--- src/ffba_pkg.sv ---
`default_nettype none

package ffba_pkg;

	// Default table geometry.
	localparam int NUM_PARTITIONS_DEF = 64;
	localparam int SIZE_BITS_DEF      = 16;

	// Fixed port widths of the request and result words.
	localparam int REQ_W    = 2;
	localparam int AMOUNT_W = 16;
	localparam int INDEX_W  = 6;
	localparam int STATUS_W = 3;

	typedef enum logic [REQ_W-1:0] {
		REQ_ADD   = 2'd0,
		REQ_ALLOC = 2'd1,
		REQ_FREE  = 2'd2,
		REQ_RSVD  = 2'd3
	} req_t;

	typedef enum logic [STATUS_W-1:0] {
		ST_OK     = 3'd0,
		ST_FULL   = 3'd1,
		ST_NOFIT  = 3'd2,
		ST_BADIDX = 3'd3,
		ST_FREED  = 3'd4
	} status_t;

endpackage

`default_nettype wire

--- src/ffba_part_mem.sv ---
`default_nettype none

// Partition table: one write port and one read port, read data registered.
module ffba_part_mem #(
	parameter int DEPTH  = 64,
	parameter int WIDTH  = 17,
	parameter int ADDR_W = $clog2(DEPTH)
) (
	input  wire logic              clk,
	input  wire logic              we,
	input  wire logic [ADDR_W-1:0] waddr,
	input  wire logic [WIDTH-1:0]  wdata,
	input  wire logic [ADDR_W-1:0] raddr,
	output logic      [WIDTH-1:0]  rdata
);

	logic [WIDTH-1:0] mem [DEPTH];
	logic [WIDTH-1:0] rd_data_q;

	always_ff @(posedge clk) begin
		if (we) begin
			mem[waddr] <= wdata;
		end
	end

	always_ff @(posedge clk) begin
		rd_data_q <= mem[raddr];
	end

	assign rdata = rd_data_q;

endmodule

`default_nettype wire

--- src/first_fit_block_allocator.sv ---
`default_nettype none

// First-fit allocator over a table of fixed memory partitions.
// Input channel (in_valid / in_stall) carries one request word: req_type, size_amount
// and block_index. Output channel (out_valid / out_stall) carries one result word per
// request: status, result_index and result_size. A word moves at a clock edge where
// valid is high and stall is low.
// The block works on one request at a time. An add, and any request rejected at decode,
// goes from decode straight to the holding state; a free first passes through a check of
// the allocated mark, and an allocate through a scan that starts at partition 0 and stops
// at the first partition that fits, or at the last one when nothing fits. The scan reads
// one table entry per cycle through the single read port of the partition memory.
// in_stall drops at the same edge that loads the output register.
// Reset clears the partition count and all control state. The table memory is not
// cleared: an entry's read data is only used below the partition count, and add writes
// the entry (size and a clear allocated mark) at the same edge as the count grows over it.
// When the receiver stalls, the finished result waits in a holding state and no new
// request is taken until the output register frees up; the stalled word stays put.
module first_fit_block_allocator #(
	parameter int NUM_PARTITIONS = ffba_pkg::NUM_PARTITIONS_DEF,
	parameter int SIZE_BITS      = ffba_pkg::SIZE_BITS_DEF
) (
	input  wire logic                           clk,
	input  wire logic                           arst_n,
	input  wire logic                           in_valid,
	output logic                                in_stall,
	input  wire logic [ffba_pkg::REQ_W-1:0]     req_type,
	input  wire logic [ffba_pkg::AMOUNT_W-1:0]  size_amount,
	input  wire logic [ffba_pkg::INDEX_W-1:0]   block_index,
	output logic                                out_valid,
	input  wire logic                           out_stall,
	output logic [ffba_pkg::STATUS_W-1:0]       status,
	output logic [ffba_pkg::INDEX_W-1:0]        result_index,
	output logic [ffba_pkg::AMOUNT_W-1:0]       result_size
);

	import ffba_pkg::*;

	localparam int IDXW  = $clog2(NUM_PARTITIONS);
	localparam int CW    = $clog2(NUM_PARTITIONS + 1);
	localparam int CMPW  = (CW > INDEX_W) ? CW : INDEX_W;
	localparam int WORDW = SIZE_BITS + 1;

	typedef enum logic [2:0] {
		S_IDLE,
		S_DECODE,
		S_SCAN,
		S_FREE_CHK,
		S_HOLD
	} state_t;

	state_t               state_q;
	req_t                 req_q;
	logic [SIZE_BITS-1:0] amount_q;
	logic [INDEX_W-1:0]   bidx_q;
	logic [CW-1:0]        count_q;
	logic [IDXW-1:0]      scan_idx_q;

	// Finished result waiting for the output register.
	status_t              res_status_q;
	logic [INDEX_W-1:0]   res_index_q;
	logic [AMOUNT_W-1:0]  res_size_q;

	logic                 out_valid_q;
	status_t              out_status_q;
	logic [INDEX_W-1:0]   out_index_q;
	logic [AMOUNT_W-1:0]  out_size_q;

	logic                 mem_we;
	logic [IDXW-1:0]      mem_waddr;
	logic [WORDW-1:0]     mem_wdata;
	logic [IDXW-1:0]      mem_raddr;
	logic [WORDW-1:0]     mem_rdata;

	logic                 rd_mark;
	logic [SIZE_BITS-1:0] rd_size;
	logic                 in_fire;
	logic                 out_free;
	logic                 pool_full;
	logic                 free_bad;
	logic                 fit;
	logic                 scan_last;

	ffba_part_mem #(
		.DEPTH (NUM_PARTITIONS),
		.WIDTH (WORDW),
		.ADDR_W(IDXW)
	) u_mem (
		.clk  (clk),
		.we   (mem_we),
		.waddr(mem_waddr),
		.wdata(mem_wdata),
		.raddr(mem_raddr),
		.rdata(mem_rdata)
	);

	// Each table word is the allocated mark on top of the partition size.
	assign rd_mark = mem_rdata[WORDW-1];
	assign rd_size = mem_rdata[SIZE_BITS-1:0];

	assign in_stall  = (state_q != S_IDLE);
	assign in_fire   = in_valid && !in_stall;
	assign out_free  = !out_valid_q || !out_stall;
	assign pool_full = (count_q == CW'(NUM_PARTITIONS));
	assign free_bad  = (CMPW'(bidx_q) >= CMPW'(count_q));
	assign fit       = !rd_mark && (rd_size >= amount_q);
	assign scan_last = ((CW'(scan_idx_q) + CW'(1)) == count_q);

	// Memory port control. Reads run one entry ahead of the scan position, so the word
	// for scan_idx_q is on the read data during S_SCAN. Writes only happen when an
	// entry is appended, claimed or released.
	always_comb begin
		mem_we    = 1'b0;
		mem_waddr = scan_idx_q;
		mem_wdata = {1'b0, amount_q};
		mem_raddr = scan_idx_q + IDXW'(1);
		case (state_q)
			S_DECODE: begin
				mem_raddr = (req_q == REQ_FREE) ? IDXW'(bidx_q) : '0;
				if (req_q == REQ_ADD && !pool_full) begin
					mem_we    = 1'b1;
					mem_waddr = IDXW'(count_q);
					mem_wdata = {1'b0, amount_q};
				end
			end
			S_SCAN: begin
				if (fit) begin
					mem_we    = 1'b1;
					mem_waddr = scan_idx_q;
					mem_wdata = {1'b1, rd_size};
				end
			end
			S_FREE_CHK: begin
				if (rd_mark) begin
					mem_we    = 1'b1;
					mem_waddr = IDXW'(bidx_q);
					mem_wdata = {1'b0, rd_size};
				end
			end
			default: begin
			end
		endcase
	end

	always_ff @(posedge clk or negedge arst_n) begin
		if (!arst_n) begin
			state_q      <= S_IDLE;
			req_q        <= REQ_ADD;
			amount_q     <= '0;
			bidx_q       <= '0;
			count_q      <= '0;
			scan_idx_q   <= '0;
			res_status_q <= ST_OK;
			res_index_q  <= '0;
			res_size_q   <= '0;
			out_valid_q  <= 1'b0;
			out_status_q <= ST_OK;
			out_index_q  <= '0;
			out_size_q   <= '0;
		end else begin
			// In S_HOLD the output register is reloaded instead of cleared.
			if (out_valid_q && !out_stall && state_q != S_HOLD) begin
				out_valid_q <= 1'b0;
			end
			case (state_q)
				S_IDLE: begin
					if (in_fire) begin
						req_q    <= req_t'(req_type);
						amount_q <= SIZE_BITS'(size_amount);
						bidx_q   <= block_index;
						state_q  <= S_DECODE;
					end
				end
				S_DECODE: begin
					res_status_q <= ST_BADIDX;
					res_index_q  <= '0;
					res_size_q   <= '0;
					state_q      <= S_HOLD;
					case (req_q)
						REQ_ADD: begin
							if (pool_full) begin
								res_status_q <= ST_FULL;
							end else begin
								res_status_q <= ST_OK;
								res_index_q  <= INDEX_W'(count_q);
								res_size_q   <= AMOUNT_W'(amount_q);
								count_q      <= count_q + CW'(1);
							end
						end
						REQ_ALLOC: begin
							if (count_q == '0) begin
								res_status_q <= ST_NOFIT;
							end else begin
								scan_idx_q <= '0;
								state_q    <= S_SCAN;
							end
						end
						REQ_FREE: begin
							if (!free_bad) begin
								state_q <= S_FREE_CHK;
							end
						end
						default: begin
						end
					endcase
				end
				S_SCAN: begin
					if (fit) begin
						res_status_q <= ST_OK;
						res_index_q  <= INDEX_W'(scan_idx_q);
						res_size_q   <= AMOUNT_W'(rd_size);
						state_q      <= S_HOLD;
					end else if (scan_last) begin
						res_status_q <= ST_NOFIT;
						res_index_q  <= '0;
						res_size_q   <= '0;
						state_q      <= S_HOLD;
					end else begin
						scan_idx_q <= scan_idx_q + IDXW'(1);
					end
				end
				S_FREE_CHK: begin
					if (rd_mark) begin
						res_status_q <= ST_OK;
						res_index_q  <= bidx_q;
						res_size_q   <= AMOUNT_W'(rd_size);
					end else begin
						res_status_q <= ST_FREED;
						res_index_q  <= '0;
						res_size_q   <= '0;
					end
					state_q <= S_HOLD;
				end
				S_HOLD: begin
					if (out_free) begin
						out_valid_q  <= 1'b1;
						out_status_q <= res_status_q;
						out_index_q  <= res_index_q;
						out_size_q   <= res_size_q;
						state_q      <= S_IDLE;
					end
				end
				default: begin
					state_q <= S_IDLE;
				end
			endcase
		end
	end

	assign out_valid    = out_valid_q;
	assign status       = out_status_q;
	assign result_index = out_index_q;
	assign result_size  = out_size_q;

	// The partition count never passes the table depth and never shrinks.
	a_count_bound: assert property (@(posedge clk) disable iff (!arst_n)
		count_q <= CW'(NUM_PARTITIONS))
		else $error("partition count beyond table depth");

	a_count_mono: assert property (@(posedge clk) disable iff (!arst_n)
		count_q >= $past(count_q))
		else $error("partition count decreased");

	// Writes land on a live entry or on the next one to be appended.
	a_write_range: assert property (@(posedge clk) disable iff (!arst_n)
		mem_we |-> (CW'(mem_waddr) <= count_q))
		else $error("table write outside the live range");

	// The scan never reaches an entry that was never added.
	a_scan_range: assert property (@(posedge clk) disable iff (!arst_n)
		(state_q == S_SCAN) |-> (CW'(scan_idx_q) < count_q))
		else $error("scan past the partition count");

	// A new result word only appears when a request was being worked on.
	a_result_source: assert property (@(posedge clk) disable iff (!arst_n)
		$rose(out_valid_q) |-> $past(state_q == S_HOLD))
		else $error("result word without a finished request");

endmodule

`default_nettype wire

--- config.mk ---
export PLATFORM = sky130hd
export DESIGN_NAME = first_fit_block_allocator
export DESIGN_NICKNAME = d
export VERILOG_FILES = /design/src/ffba_pkg.sv /design/src/ffba_part_mem.sv /design/src/first_fit_block_allocator.sv
export SDC_FILE = /design/constraint.sdc
export NUM_CORES = 2
export LEC_CHECK = 0
export BUFFER_PORTS_ARGS = -buffer_cell sky130_fd_sc_hd__buf_2
export CAP_MARGIN = 20
export CORE_MARGIN = 8
export CORE_UTILIZATION = 30
export CTS_BUF_LIST = sky130_fd_sc_hd__clkbuf_2 sky130_fd_sc_hd__clkbuf_4 sky130_fd_sc_hd__clkbuf_8
export DETAILED_ROUTE_END_ITERATION = 8
export GPL_ROUTABILITY_DRIVEN = 0
export SETUP_SLACK_MARGIN = 0.3
export SLEW_MARGIN = 5
export SYNTH_ARGS = -nofsm -noshare
export SYNTH_HDL_FRONTEND = slang
export SYNTH_SLANG_ARGS = --single-unit
--- constraint.sdc ---
create_clock -name clk -period 6.8 [get_ports clk]
set_clock_uncertainty 0.1 [all_clocks]
set_input_delay 0 -clock clk [delete_from_list [all_inputs] [get_ports clk]]
set_output_delay 0 -clock clk [all_outputs]
set_load 0.005 [all_outputs]
==> summary.md <==
| Metric | Value |
|---|---|
| Status | finished clean |
| Top cells by area, synth | edfxtp_1 (67%), mux2i_1 (14%), dfrtp_1 (4.6%), mux4_2 (3.5%), mux2_2 (1.5%) |
| RSZ-0062 raised after global routing | false |
| Synth Net Count | 2829 |
| Sequential area share after synthesis | 71.8% |
| Chip width | 421 um |
| Pwr per Cell Area | 395 mW/mm2 |
| Max FO, Critical Path | 25 |
| Worst min-delay path class | input pin to register |
| Largest net degree at the start of global routing | 94 |
| IO Pins | 55 |
| Nets | 3100 |
| Die area | 0.177 mm2 |
| Routed WL | 122000 um |
| Post-synthesis simple-gate area fraction | 3.45% |
| Total Routing Usage GR | 13.4% |
| CP startpoint | state_q[1]$_DFFE_PN0P_ |
| Root buffer cell | clkbuf_8 |
| Mean post-synth cell area | 17.7 um2 |
| Fin worst setup slack | 1.84 ns |
| CP Class | register to register |
| Slew Limit Headroom | 27.1% |
| Post-route ant nets | 0 |
| Final period util | 72.9% |
| Number of flops mapped to enable cells by yosys | 1088 |
| Post-CTS sizing | 0 |
| Synth Instances | 2772 |
| F_max | 0.202 GHz |
| Fin. Hold Viols | 0 |
| Compound-Gate Fraction of Synth Area | 2.80% |
| Layout cells sized above 1 | 21.1% |
| CTS tree | done |
| Worst-skew pair later-pin latency | 0.87 ns |
| Sinks on Clock Net | 1196 |
| Slew @ Worst Pin | 1.09 ns |
| Initial antenna violation count | 7 |
| Asr flop ratio synth | 7.61% |
| Routed vias/inst | 4.84 |
| Via count | 26.0k |
| First-pass GRT wire length | 177000 um |
| Max-cap violations | 0 |
| Post-place setup slack | 1.88 ns |
| Synth cell types | 73 |
| Final setup fails | 0 |
| Worst EP arrival | 5.29 ns |
| Total CTS buffers | 192 |
| Count of pins over their slew limit | 0 |
| Post-CTS Setup Bufs | 0 |
| WL per Instance | 22.7 um |
| Worst setup path end | u_mem.mem[43][4]$_DFFE_PP_ |
| Yosys reg bits | 1196 |
| DRC | 0 |
| Crit start category | register |
| Core area | 0.163 mm2 |
| R2R Path End | u_mem.mem[43][4]$_DFFE_PP_ |
| YS warnings | 0 |
| Detailed Place HPWL | 72600 um |
| Reg2reg path depth | 8 |
| Number of DRC markers in iteration 0 | 2393 |
| Pre-antenna DRT Iters | 5 |
| Yosys top cell area share | 66.5% |
| Mapped cell area | 0.0491 mm2 |
| Largest family of logic cells by synthesized area | multiplexers |
| Area leader, netlist | edfxtp_1 |
| IO Port Bufs | 54 |
| Min Tclk post-route | 4.96 ns |
| Crit. End Element | register |
| Reg-to-reg setup timing slack | 1.84 ns |
| Post-synthesis adder-cell area fraction | 0.739% |
| Ys flop type | edfxtp_1 |
| Grt ovf | 0 |
| Leakage power | 0.0202 uW |
| Vias in the first global route | 26.0k |
| Bufs on Longest Clock Path | 3 |
| Total power | 22500 uW |
| Worst reg2reg path startpoint | state_q[1]$_DFFE_PN0P_ |
| Cts hold-fix bufs | 66 |
| Cell row count | 148 |
| CTS clk-pin slew, worst paths | 0.06 ns |
| Mux share of post-synthesis cell area | 19.0% |
| Die Y-Extent | 421 um |
| Area Growth Syn to Fin | 16.0% |
| Peak VDD IR | 313 uV |
| Initial Util | 30.2% |
| Post-synthesis xor/xnor area fraction | 0.295% |
| H-tree depth | 4 |
| Setup TNS | 0 ns |
| Critical Path RT | 7.14 ns |
-- critical path: stages, from the launching register on --
cell and delay [ns]:
dfrtp_1 0.49, nor2b_1 0.60, and3_1 0.99, nor2_2 0.21
a221o_1 0.40, nand2b_1 0.41, o21bai_1 0.28, buf_4 0.23
nor2_2 0.80
-- kinds of logic (layout without fill, tap and decap cells) --
family | count (synthesis) | count (layout)
multiplexers | 828 | 828
XOR/XNOR | 15 | 15
buffers and inverters | 184 | 607
other | 0 | 3
AND/OR/NAND/NOR | 322 | 322
AO/OA/AOI/OAI | 198 | 198
flip-flops | 1196 | 1196
adder cells (fa/ha/maj) | 29 | 29
-- power breakdown --
part           leakage (uW)  switching, uW  internal [uW]  total [uW]
Sequential           0.0111            337           9360        9700
Combinational       0.00713           4330           2470        6800
Clock               0.00201           2770           3250        6020
-- layout make-up --
type                    count  area (um2)
well taps                2175        2720
clock buffers             276        3370
inverters                  34         128
diodes                      3        7.51
clock inverters            70         398
repair buffers            227        1920
flip-flops and latches   1196       35300
multi-input cells        1392       13200
fillers                 15300      106000
-- state kept, by name (all words and copies together), names as in the netlist, 3 cells and up --
signal and count:
res_size_q 16, bidx_q 6, result_index 6, status 3, u_mem.mem 1088, amount_q 16
res_index_q 6, res_status_q 3, scan_idx_q 6, u_mem.rdata 17, state_q 3, result_size 16
count_q 7
-- metal layers --
metal	global-route usage [%]	share of wire (%)	vias up
met5	0	0	-
met4	4.52	2.7	0
met3	2.39	6.4	189
met2	21.0	46	888
met1	18.7	45	13400
li1	-	-	11500
-- per-stage QoR --
| step | hold slack (ns) | std cells | instance area, um2 | util (%) |
|---|---|---|---|---|
| after CTS | 0.229 | 5365 | 56900 | 35.0 |
| after global placement | -0.196 | 4950 | 52400 | 32.2 |
| after detailed placement | -0.195 | 4953 | 52500 | 32.2 |
| after floorplan | -0.396 | 2772 | 49100 | - |
| after global routing | 0.345 | 5371 | 57000 | 35.0 |
| final | 0.319 | 5373 | 57000 | 35.0 |
-- layout by cell type, fill, tap and decap left out, types with 29 or more instances in the layout --
master	count
mux4_2	76
dlygate4sd3_1	66
clkinv_1	41
inv_1	34
dfrtp_1	91
o22ai_1	49
nor3_2	33
o21ai_0	38
mux2_2	64
nand3_1	31
nor2_1	42
clkbuf_8	207
mux2i_1	684
buf_2	53
ha_1	29
nand2b_1	50
edfxtp_1	1088
buf_4	91
clkbuf_4	69
nand2_1	70
-- Yosys cell counts (7+ instances only) --
cell type	number
ha_1	29
buf_4	14
a21oi_1	17
a21o_1	9
nor3_1	36
dfxtp_1	17
nand2b_1	50
o211ai_1	8
a221o_1	7
nand2_1	70
xnor2_1	12
and2_1	7
buf_2	79
o22ai_1	49
mux2i_1	686
nand3_1	31
a22o_1	8
edfxtp_1	1088
clkbuf_1	39
inv_1	34
nand4_1	21
mux4_2	76
nor2_1	55
a22oi_1	16
or4_1	16
dfrtp_1	91
mux2_2	66
o21ai_0	38
buf_6	11
-- how the worst min path moves through the flow --
stage / start / depth (start not counted) / endpoint / slack [ns]
3_5_place_dp: arst_n / 1 / result_size[1]$_DFFE_PN0P_ / -0.19
4_1_cts: in_valid / 5 / amount_q[3]$_DFFE_PN0P_ / 0.23
2_1_floorplan: arst_n / 0 / amount_q[0]$_DFFE_PN0P_ / -0.40
6_report: in_valid / 4 / amount_q[1]$_DFFE_PN0P_ / 0.32
5_1_grt: block_index[1] / 4 / bidx_q[1]$_DFFE_PN0P_ / 0.34
3_3_place_gp: arst_n / 1 / result_size[1]$_DFFE_PN0P_ / -0.20
No activity file was read; power rests on OpenSTA's default activity.
